**src/rtl/spdol_pkg.sv**
```systemverilog
// Types, codes and saturation helper shared by the setpoint differentiator.
`default_nettype none

package spdol_pkg;

    localparam int unsigned POS_W   = 32;
    localparam int unsigned LIMIT_W = 31;

    typedef enum logic [1:0] {
        KIND_SETPOINT = 2'd0,
        KIND_IDLE     = 2'd1,
        KIND_PRESET   = 2'd2
    } kind_t;

    typedef logic signed [POS_W-1:0] pos_t;
    typedef logic signed [POS_W:0]   wide_t;

    typedef struct packed {
        kind_t kind;
        pos_t  cmd_pos;
    } cmd_t;

    typedef struct packed {
        logic valid_res;
        pos_t step_delta;
        pos_t abs_position;
        pos_t velocity;
        pos_t accel;
        pos_t jerk;
        logic overspeed_now;
        logic overspeed_seen;
    } res_t;

    function automatic pos_t sat33(input wide_t v);
        pos_t r;
        if (v[POS_W] != v[POS_W-1])
        begin
            r = {v[POS_W], {(POS_W-1){~v[POS_W]}}};
        end
        else
        begin
            r = v[POS_W-1:0];
        end
        return r;
    endfunction

    function automatic wide_t sext33(input pos_t v);
        return {v[POS_W-1], v};
    endfunction

endpackage

`default_nettype wire

```
**src/rtl/spdol_stream_if.sv**
```systemverilog
// Valid/ready stream channel carrying one payload per transaction.
`default_nettype none

interface spdol_stream_if #(
    parameter type payload_t = logic
);
    logic     valid;
    logic     ready;
    payload_t payload;

    modport source (output valid, output payload, input ready);
    modport sink (input valid, input payload, output ready);
endinterface

`default_nettype wire

```
**src/rtl/spdol_diff_stage.sv**
```systemverilog
// Pipeline stage that differences an operand against its last setpoint value.
`default_nettype none

module spdol_diff_stage (
    input  wire logic              clk,
    input  wire logic              rst_n,
    input  wire logic              in_valid,
    output logic                   in_ready,
    input  wire spdol_pkg::res_t   in_data,
    input  wire spdol_pkg::pos_t   in_operand,
    output logic                   out_valid,
    input  wire logic              out_ready,
    output spdol_pkg::res_t        out_data,
    output spdol_pkg::pos_t        out_diff
);

    logic            valid_reg;
    logic            valid_next;
    spdol_pkg::res_t data_reg;
    spdol_pkg::pos_t diff_reg;
    spdol_pkg::pos_t diff_next;
    spdol_pkg::pos_t prev_reg;
    spdol_pkg::pos_t prev_next;
    logic            take;

    assign in_ready = !valid_reg || out_ready;
    assign take     = in_valid && in_ready;

    always_comb
    begin
        valid_next = valid_reg;
        prev_next  = prev_reg;
        diff_next  = '0;
        if (in_data.valid_res)
        begin
            diff_next = spdol_pkg::sat33(spdol_pkg::sext33(in_operand)
                                         - spdol_pkg::sext33(prev_reg));
        end
        if (in_ready)
        begin
            valid_next = in_valid;
        end
        if (take && in_data.valid_res)
        begin
            prev_next = in_operand;
        end
    end

    always_ff @(posedge clk or negedge rst_n)
    begin
        if (!rst_n)
        begin
            valid_reg <= 1'b0;
            prev_reg  <= '0;
        end
        else
        begin
            valid_reg <= valid_next;
            prev_reg  <= prev_next;
        end
    end

    always_ff @(posedge clk)
    begin
        if (take)
        begin
            data_reg <= in_data;
            diff_reg <= diff_next;
        end
    end

    assign out_valid = valid_reg;
    assign out_data  = data_reg;
    assign out_diff  = diff_reg;

endmodule

`default_nettype wire

```
**src/rtl/setpoint_differentiator_overspeed_lock.sv**
```systemverilog
// Top level: overspeed check, position lock and three-stage differencing pipeline.
//
//   channel  dir  payload        transaction
//   cmd      in   spdol cmd_t    cmd.valid && cmd.ready
//   res      out  spdol res_t    res.valid && res.ready
//   cfg      in   31-bit limit   cfg_wr_en high
//
// Lock, accel and jerk stages are registered; one command per cycle unless res stalls.
// Lock stage, acceleration stage and jerk stage each hold their own history register.
// A stall on res fills the stages in turn; cmd.ready falls only when all three are full.
// Reset clears all history, the limit and the sticky overspeed flag.
`default_nettype none

module setpoint_differentiator_overspeed_lock (
    input  wire logic                              clk,
    input  wire logic                              rst_n,
    spdol_stream_if.sink                           cmd,
    spdol_stream_if.source                         res,
    input  wire logic                              cfg_wr_en,
    input  wire logic [spdol_pkg::LIMIT_W-1:0]     cfg_wr_data
);

    localparam spdol_pkg::pos_t POS_MAX = {1'b0, {(spdol_pkg::POS_W-1){1'b1}}};
    localparam spdol_pkg::pos_t POS_MIN = {1'b1, {(spdol_pkg::POS_W-1){1'b0}}};

    logic [spdol_pkg::LIMIT_W-1:0] limit_reg;
    spdol_pkg::pos_t               last_pos_reg;
    spdol_pkg::pos_t               last_pos_next;
    spdol_pkg::pos_t               last_inc_reg;
    spdol_pkg::pos_t               last_inc_next;
    logic                          sticky_reg;
    logic                          sticky_next;
    logic                          s1_valid_reg;
    logic                          s1_valid_next;
    spdol_pkg::res_t               s1_data_reg;
    spdol_pkg::res_t               s1_data_next;

    logic                          take;
    logic                          s2_in_ready;
    spdol_pkg::wide_t              d_up;
    spdol_pkg::wide_t              d_dn;
    spdol_pkg::wide_t              lim_w;
    spdol_pkg::wide_t              lock_sum;
    spdol_pkg::wide_t              to_max;
    spdol_pkg::wide_t              to_min;
    logic                          over;
    spdol_pkg::pos_t               lock_pos;
    spdol_pkg::pos_t               lock_dlt;
    spdol_pkg::pos_t               sp_pos;
    spdol_pkg::pos_t               sp_dlt;

    logic                          s2_valid;
    logic                          s3_in_ready;
    spdol_pkg::res_t               s2_data;
    spdol_pkg::pos_t               s2_diff;
    spdol_pkg::res_t               s2_full;
    spdol_pkg::res_t               s3_data;
    spdol_pkg::pos_t               s3_diff;

    assign cmd.ready = !s1_valid_reg || s2_in_ready;
    assign take      = cmd.valid && cmd.ready;

    always_comb
    begin
        d_up     = spdol_pkg::sext33(cmd.payload.cmd_pos) - spdol_pkg::sext33(last_pos_reg);
        d_dn     = spdol_pkg::sext33(last_pos_reg) - spdol_pkg::sext33(cmd.payload.cmd_pos);
        lim_w    = {2'b00, limit_reg};
        over     = (d_up > lim_w) || (d_dn > lim_w);
        lock_sum = spdol_pkg::sext33(last_pos_reg) + spdol_pkg::sext33(last_inc_reg);
        to_max   = spdol_pkg::sext33(POS_MAX) - spdol_pkg::sext33(last_pos_reg);
        to_min   = spdol_pkg::sext33(POS_MIN) - spdol_pkg::sext33(last_pos_reg);
        lock_pos = spdol_pkg::sat33(lock_sum);
        if (lock_sum[spdol_pkg::POS_W] != lock_sum[spdol_pkg::POS_W-1])
        begin
            lock_dlt = lock_sum[spdol_pkg::POS_W] ? to_min[spdol_pkg::POS_W-1:0]
                                                  : to_max[spdol_pkg::POS_W-1:0];
        end
        else
        begin
            lock_dlt = last_inc_reg;
        end
        sp_pos = over ? lock_pos : cmd.payload.cmd_pos;
        sp_dlt = over ? lock_dlt : spdol_pkg::sat33(d_up);
    end

    always_comb
    begin
        last_pos_next = last_pos_reg;
        last_inc_next = last_inc_reg;
        sticky_next   = sticky_reg;
        s1_valid_next = s1_valid_reg;
        s1_data_next  = '0;
        s1_data_next.abs_position = last_pos_reg;
        unique case (cmd.payload.kind)
            spdol_pkg::KIND_SETPOINT:
            begin
                s1_data_next.valid_res     = 1'b1;
                s1_data_next.step_delta    = sp_dlt;
                s1_data_next.velocity      = sp_dlt;
                s1_data_next.abs_position  = sp_pos;
                s1_data_next.overspeed_now = over;
                if (take)
                begin
                    last_pos_next = sp_pos;
                    last_inc_next = sp_dlt;
                    sticky_next   = sticky_reg || over;
                end
            end
            spdol_pkg::KIND_PRESET:
            begin
                s1_data_next.abs_position = cmd.payload.cmd_pos;
                if (take)
                begin
                    last_pos_next = cmd.payload.cmd_pos;
                end
            end
            default:
            begin
                if (take)
                begin
                    last_inc_next = '0;
                end
            end
        endcase
        s1_data_next.overspeed_seen = sticky_reg || s1_data_next.overspeed_now;
        if (cmd.ready)
        begin
            s1_valid_next = cmd.valid;
        end
    end

    always_ff @(posedge clk or negedge rst_n)
    begin
        if (!rst_n)
        begin
            limit_reg    <= '0;
            last_pos_reg <= '0;
            last_inc_reg <= '0;
            sticky_reg   <= 1'b0;
            s1_valid_reg <= 1'b0;
        end
        else
        begin
            if (cfg_wr_en)
            begin
                limit_reg <= cfg_wr_data;
            end
            last_pos_reg <= last_pos_next;
            last_inc_reg <= last_inc_next;
            sticky_reg   <= sticky_next;
            s1_valid_reg <= s1_valid_next;
        end
    end

    always_ff @(posedge clk)
    begin
        if (take)
        begin
            s1_data_reg <= s1_data_next;
        end
    end

    spdol_diff_stage u_accel_stage (
        .clk        (clk),
        .rst_n      (rst_n),
        .in_valid   (s1_valid_reg),
        .in_ready   (s2_in_ready),
        .in_data    (s1_data_reg),
        .in_operand (s1_data_reg.velocity),
        .out_valid  (s2_valid),
        .out_ready  (s3_in_ready),
        .out_data   (s2_data),
        .out_diff   (s2_diff)
    );

    always_comb
    begin
        s2_full       = s2_data;
        s2_full.accel = s2_diff;
    end

    spdol_diff_stage u_jerk_stage (
        .clk        (clk),
        .rst_n      (rst_n),
        .in_valid   (s2_valid),
        .in_ready   (s3_in_ready),
        .in_data    (s2_full),
        .in_operand (s2_full.accel),
        .out_valid  (res.valid),
        .out_ready  (res.ready),
        .out_data   (s3_data),
        .out_diff   (s3_diff)
    );

    always_comb
    begin
        res.payload      = s3_data;
        res.payload.jerk = s3_diff;
    end

    a_idle_zero: assert property (@(posedge clk) disable iff (!rst_n)
        (res.valid && !res.payload.valid_res) |->
            (res.payload.step_delta == '0 && res.payload.accel == '0 &&
             res.payload.jerk == '0 && !res.payload.overspeed_now))
        else $error("non-setpoint result carries nonzero derivatives");

    a_now_sets_seen: assert property (@(posedge clk) disable iff (!rst_n)
        (res.valid && res.payload.overspeed_now) |-> res.payload.overspeed_seen)
        else $error("overspeed result without sticky flag");

    a_sticky_holds: assert property (@(posedge clk) disable iff (!rst_n)
        !$fell(sticky_reg))
        else $error("sticky overspeed flag cleared outside reset");

    a_vel_matches: assert property (@(posedge clk) disable iff (!rst_n)
        res.valid |-> (res.payload.velocity == res.payload.step_delta))
        else $error("velocity differs from step delta");

    a_over_locks: assert property (@(posedge clk) disable iff (!rst_n)
        (take && cmd.payload.kind == spdol_pkg::KIND_SETPOINT && over) |=>
            (last_pos_reg == $past(lock_pos) && sticky_reg))
        else $error("overspeed setpoint not replaced by locked position");

endmodule

`default_nettype wire

```
**src/flat_wrapper.sv**
```systemverilog
// flat-port wrapper written by rule: the top's interface ports become plain ports
module setpoint_differentiator_overspeed_lock_flat 
  (clk, rst_n, cfg_wr_en, cfg_wr_data, cmd_valid, cmd_payload, cmd_ready, res_valid, res_payload, res_ready);
  spdol_stream_if #(.payload_t(spdol_pkg::cmd_t)) cmd_i ();
  spdol_stream_if #(.payload_t(spdol_pkg::res_t)) res_i ();
  input  wire logic clk;
  input  wire logic rst_n;
  input  wire logic cfg_wr_en;
  input  wire logic [spdol_pkg::LIMIT_W-1:0] cfg_wr_data;
  input wire logic [$bits(cmd_i.valid)-1:0] cmd_valid;
  input wire logic [$bits(cmd_i.payload)-1:0] cmd_payload;
  output wire logic [$bits(cmd_i.ready)-1:0] cmd_ready;
  output wire logic [$bits(res_i.valid)-1:0] res_valid;
  output wire logic [$bits(res_i.payload)-1:0] res_payload;
  input wire logic [$bits(res_i.ready)-1:0] res_ready;
  assign cmd_i.valid = cmd_valid;
  assign cmd_i.payload = cmd_payload;
  assign cmd_ready = cmd_i.ready;
  assign res_valid = res_i.valid;
  assign res_payload = res_i.payload;
  assign res_i.ready = res_ready;
  setpoint_differentiator_overspeed_lock u_core (.clk(clk), .rst_n(rst_n), .cmd(cmd_i), .res(res_i), .cfg_wr_en(cfg_wr_en), .cfg_wr_data(cfg_wr_data));
endmodule
```
**config.mk**
```make
export PLATFORM = sky130hd
export DESIGN_NAME = setpoint_differentiator_overspeed_lock_flat
export DESIGN_NICKNAME = d
export VERILOG_FILES = /design/src/rtl/spdol_pkg.sv /design/src/rtl/spdol_stream_if.sv /design/src/rtl/spdol_diff_stage.sv /design/src/rtl/setpoint_differentiator_overspeed_lock.sv /design/src/flat_wrapper.sv
export SDC_FILE = /design/constraint.sdc
export NUM_CORES = 1
export LEC_CHECK = 0
export BUFFER_PORTS_ARGS = -buffer_cell sky130_fd_sc_hd__buf_2
export CORE_MARGIN = 3
export CORE_UTILIZATION = 50
export CTS_CLUSTER_DIAMETER = 50
export DETAILED_ROUTE_END_ITERATION = 10
export PLACE_DENSITY = 0.71
export SLEW_MARGIN = 10
export SYNTH_ARGS = -nofsm -noshare
export SYNTH_HDL_FRONTEND = slang
export SYNTH_HIERARCHICAL = 1
export SYNTH_SLANG_ARGS = --single-unit
```
**constraint.sdc**
```tcl
create_clock -name clk -period 7.5 [get_ports clk]
set_input_delay 0.375 -clock clk [delete_from_list [all_inputs] [get_ports clk]]
set_output_delay 0.375 -clock clk [all_outputs]
set_load 0.02 [all_outputs]
```
== After elaboration in Yosys (flattened, before gate mapping) ==
Index checks and enable logic that the tools add are counted.

* Add/sub/neg operators: 7
* Multipliers: 0
* Divide/modulo/power cells: 0
* Magnitude comparators: 2
* Equal/unequal tests: 7
* Shifts and indexed selects: 0
* Muxes and demuxes: 17
* Bitwise logic cells: 5
* Reductions and logical operators: 19

{| class="wikitable"
|+ Operator list
! operator !! count
|-
| $mux W32 || 12
|-
| $pmux W32 S2 || 3
|-
| $sub A32 B32 Y33 || 4
|-
| $gt A33 B32 Y1 || 2
|-
| $sub A32 B32 Y32 const A || 2
|-
| $add A32 B32 Y33 || 1
|-
| $mux W33 || 1
|-
| $logic_or A1 B1 Y1 || 6
|-
| $logic_and A1 B1 Y1 || 5
|-
| $not A1 Y1 || 5
|-
| $ne A1 B1 Y1 || 4
|-
| $ne A2 B1 Y1 const B || 2
|-
| $reduce_and A2 Y1 || 2
|-
| $logic_not A1 Y1 || 3
|-
| $reduce_and A3 Y1 || 1
|-
| $eq A2 B2 Y1 const B || 1
|-
| $logic_not A2 Y1 || 1
|-
| $reduce_bool A2 Y1 || 1
|-
| $mux W1 || 1
|}

* Register bits after elaboration: 460
* Latch bits: 0
* RAM bits: 0
* Memory bits (read-only): 0
* Input bits: 70
* Output and inout bits: 165
* Memories kept: 0

== Depth between registers and ports, before layout ==
* Word-level depth: 7
* Depth in mapped cells: 28
* Depth with buffers taken out: 25

== Modules after synthesis ==
Netlist, hierarchy kept.

{| class="wikitable"
|+ Modules (own cells, without submodules)
! module !! instances !! cells each !! area an instance (um2)
|-
| spdol_diff_stage || 2 || 585 || 9127.5
|-
| setpoint_differentiator_overspeed_lock || 1 || 1858 || 15432.3
|}

== Worst setup path after synthesis ==
Ideal clock, no wire load.

* Kind: register to register
* Start point: register u_core.u_jerk_stage.valid_reg (netlist: u_core/u_jerk_stage/out_valid)
* End point: register u_core.u_accel_stage.prev_reg[10]
* Setup time: 0.125 ns
* Arrival: 6.690 ns
* Setup slack: 0.686 ns
* Stages on the path, launching flop included: 7
* Path buffers: 1
* Clock period less this slack: 6.814 ns
* Cells stage by stage: dfrtp_1 -> nand2b_1 -> nand2b_1 -> and2_1 -> nand2_1 -> buf_1 -> mux2_2

* Word-level cells in the longest chain between the ends: 5

{| class="wikitable"
|+ RTL lines
! element !! line !! RTL
|-
| from (decl) || spdol_diff_stage.sv:17 || <nowiki>logic valid_reg;</nowiki>
|-
| from (signal assigned) || spdol_diff_stage.sv:58 || <nowiki>valid_reg <= valid_next;</nowiki>
|-
| $logic_not A1 Y1 || spdol_diff_stage.sv:26 || <nowiki>assign in_ready = !valid_reg || out_ready;</nowiki>
|-
| $logic_or A1 B1 Y1 || spdol_diff_stage.sv:26 ||
|-
| net u_core.s3_in_ready || setpoint_differentiator_overspeed_lock.sv:53 || <nowiki>logic s3_in_ready;</nowiki>
|-
| $logic_or A1 B1 Y1 || spdol_diff_stage.sv:26 ||
|-
| net u_core.s2_in_ready || setpoint_differentiator_overspeed_lock.sv:39 || <nowiki>logic s2_in_ready;</nowiki>
|-
| $logic_and A1 B1 Y1 || spdol_diff_stage.sv:27 || <nowiki>assign take = in_valid && in_ready;</nowiki>
|-
| net u_core.u_accel_stage.take || spdol_diff_stage.sv:24 || <nowiki>logic take;</nowiki>
|-
| $logic_and A1 B1 Y1 || spdol_diff_stage.sv:43 || <nowiki>if (take && in_data.valid_res)</nowiki>
|-
| to (signal assigned) || spdol_diff_stage.sv:59 || <nowiki>prev_reg <= prev_next;</nowiki>
|-
| to (decl) || spdol_diff_stage.sv:22 || <nowiki>spdol_pkg::pos_t prev_reg;</nowiki>
|}

The timed path passes the listed nets, and every way through them passes these cells.
A chain may end at the register's enable or synchronous reset.

==> results.txt <==
----------------------------------------------------
[Outcome]
  Run status ... finished, final reports clean

[Logic synthesis]
  Number of cells produced by synthesis ... 2931
  Mean area per synthesized cell ... 10.5 sq um
  Post-Syn Nets ... 3229
  Warnings from Yosys ... 6
  Post-synth design cell area ... 30800 sq um

[Floorplan]
  Die span in y ... around 250 um
  Initial core utilization ... 50.7%
  Number of cell rows ... 90
  Area of the core ... slightly above 60000 sq um
  Number of placed I/O pins ... 235
  Area of the die ... 64600 sq um
  Overall die width ... 254 um

[Critical path]
  Stage delay of the slowest cell on the critical path ... just under 0.8 ns
  Critical Setup Path Class ... flip-flop to flip-flop
  Maximum fanout encountered on the critical timing path ... 26
  CP startpoint kind ... flip-flop
  Data required time at the worst endpoint ... 7.96 ns
  Crit end category ... flip-flop
  Buf+Inv Stages, Crit Path ... 3
  Cell Chain, Critical Path ... inv_1 -> ha_1 -> inv_1 -> fa_1 -> a211oi_1 -> o211ai_1 -> a31o_2 -> a21o_1 -> a221oi_1 -> nor2_1 -> nor3_1 -> o21ai_0 -> a41oi_1 -> xnor2_1 -> ha_1 -> nand2_1 -> or3_1 -> nor3_1 -> a31oi_1 -> a2bb2oi_1 -> buf_4 -> nor2_4 -> nor2_1 -> o311ai_1
  Data arrival time of the critical path ... between 7 and 8 ns
  Cell at the slowest stage of the critical path ... nor2_4
  Worst path top cell family by delay ... compound AO/OA/AOI/OAI gates

[Detailed routing]
  Average wire length per cell after detail routing ... between 20 and 25 um
  Via/cell ratio ... 6.02
  Antenna-violating nets left ... 0
  DRC ... 0
  Via total after detailed routing ... 24.1k
  Starting DRT DRC Count ... ~2.1k
  Total wirelength of the detailed-routed design ... 90.7 mm
  Number of iterations in the first detailed-routing pass ... 6

[Timing]
  Clock Skews ... 0.0514 ns
  Worst relative slew slack ... about an eighth
  Setup repair after global routing missed its margin ... no
  Endpoints failing setup ... 0
  Crit share post-route ... a little over nine tenths
  FMAX ... 0.141 GHz
  Least setup slack across all paths after layout ... 0.427 ns
  Post-layout min period ... 7.07 ns
  Hold Vio Cnt, Final ... 0
  Max Slew Vio Count ... 0
  Setup TNS after final layout ... 0 ns
  Actual slew at the worst max-slew pin ... 1.31 ns

[Final layout]
  Max FFs per register ... 131
  Post-layout nets ... around 3.5k
  Most used cells in the layout excluding fill and tap cells ... edfxtp_1 (361), buf_2 (233), nand2_1 (229), a21oi_1 (225), ha_1 (223)
  Diode insertion count for antenna repair ... 0
  Area added between synthesis and finish ... 14.1%
  Fillers ... 5045
  Sequential cell area ... ~15000 sq um
  Multi-input logic area ... 14600 sq um
  Proportion of layout cells with a drive suffix above 1 ... 15.7%
  Most common cell after layout, fill and taps aside ... edfxtp_1

[CTS]
  Clk pin slew, worst setup/hold paths ... roughly 0.060 ns
  TritonCTS Buffers ... 61
  Clock latency on the worst-skew pair ... 0.66 ns
  CTS root buf ... clkbuf_16
  Postcts setup bufs ... 0
  Clk buf depth ... 3
  Clock net sink count ... around 520
  Number of H-tree levels ... 2
  CTS tree ... done

[Min path]
  Worst hold path type ... primary input to flip-flop

[GRT]
  Initial antenna violation count ... 0
  Global routing usage summed across all routing layers ... 27.6%
  Met3 demand-to-capacity share in global routing ... about 4.6%
  GR Layer Usage met1 ... 35.4%
  Overflow left after global routing ... 0
  Global routing met2 resource utilization ... between 40 and 50%
  Number of global-route vias before repair ... 23.6k
  Layer with the highest usage after global routing ... met2
  Global-route wire length before repair ... roughly 140 mm
  Largest net degree at the start of global routing ... 75

[Placement]
  Number of port buffers ... 234
  Placement Setup Slack ... ~0.55 ns
  Total half-perimeter wirelength after legalization and detailed placement ... 68.9 mm
  Routability congestion estimate from global placement ... 1.02

[Job]
  Max-capacitance violation count ... 0

----------------------------------------------------
## layer usage
layer / share of wire [%] / vias up
met4: 4.6 / 0
li1: - / 11296
met5: 0 / -
met1: 42 / 11654
met3: 6.5 / 190
met2: 47 / 983
## worst register-to-register path, delay by kind of cell, from the launching register on
kind | cells | cell delay (ns)
AOI/OAI and AO/OA | 10 | 2.75
and+or+nand+nor | 7 | 2.15
xor gates and xnor gates | 1 | 0.09
DFF | 1 | 0.58
buffers and inverters | 3 | 0.44
adders and majority gates | 3 | 0.92
## per-stage QoR
| step | std cells | hold WS [ns] | area [sq um] | utilization [%] |
|---|---|---|---|---|
| after floorplan | 2931 | 0.0794 | 30800 | - |
| after global placement | 3855 | 0.353 | 32700 | 53.9 |
| after detailed placement | 3855 | 0.359 | 32700 | 53.9 |
| after global routing | 4008 | 0.0232 | 35200 | 57.9 |
| after CTS | 4008 | 0.0107 | 35200 | 57.9 |
| final | 4008 | 0.0393 | 35200 | 57.9 |
## cell type report
type	count	area share, %
clock inverters	44	1.41
well taps	782	2.78
multi-input cells	2075	41.4
repair buffers	308	5.23
inverters	203	2.17
flip-flops and latches	524	42.4
clock buffers	72	4.55
## worst paths after layout
kind                       cells after the start  slack, ns                                          end                                from
min in group asynchronous                      2       0.23          u_core/last_pos_reg[31]$_DFFE_PN0P_                               rst_n
max                                           24       0.43            u_core/s1_data_reg[119]$_DFFE_PP_  u_core/last_pos_reg[0]$_DFFE_PN0P_
max in group asynchronous                      3       5.95  u_core/u_jerk_stage/prev_reg[2]$_DFFE_PN0P_                               rst_n
min reg2reg                                    0       0.39  u_core/u_accel_stage/out_data[98]$_DFFE_PP_    u_core/s1_data_reg[98]$_DFFE_PP_
min                                            3       0.04    u_core/u_jerk_stage/out_valid$_DFFE_PN0N_                           res_ready
max reg2reg                                   24       0.43            u_core/s1_data_reg[119]$_DFFE_PP_  u_core/last_pos_reg[0]$_DFFE_PN0P_
## repair_timing
| item | in CTS | in global routing |
|---|---|---|
| hold buffers | 37 | 0 |
| gates resized for setup | 0 | 0 |
| hold endpoints to repair | 81 | 0 |
Power is left out: the tool's default activity adds up to more than one toggle a clock period on the data nets, which glitch-free logic cannot reach.
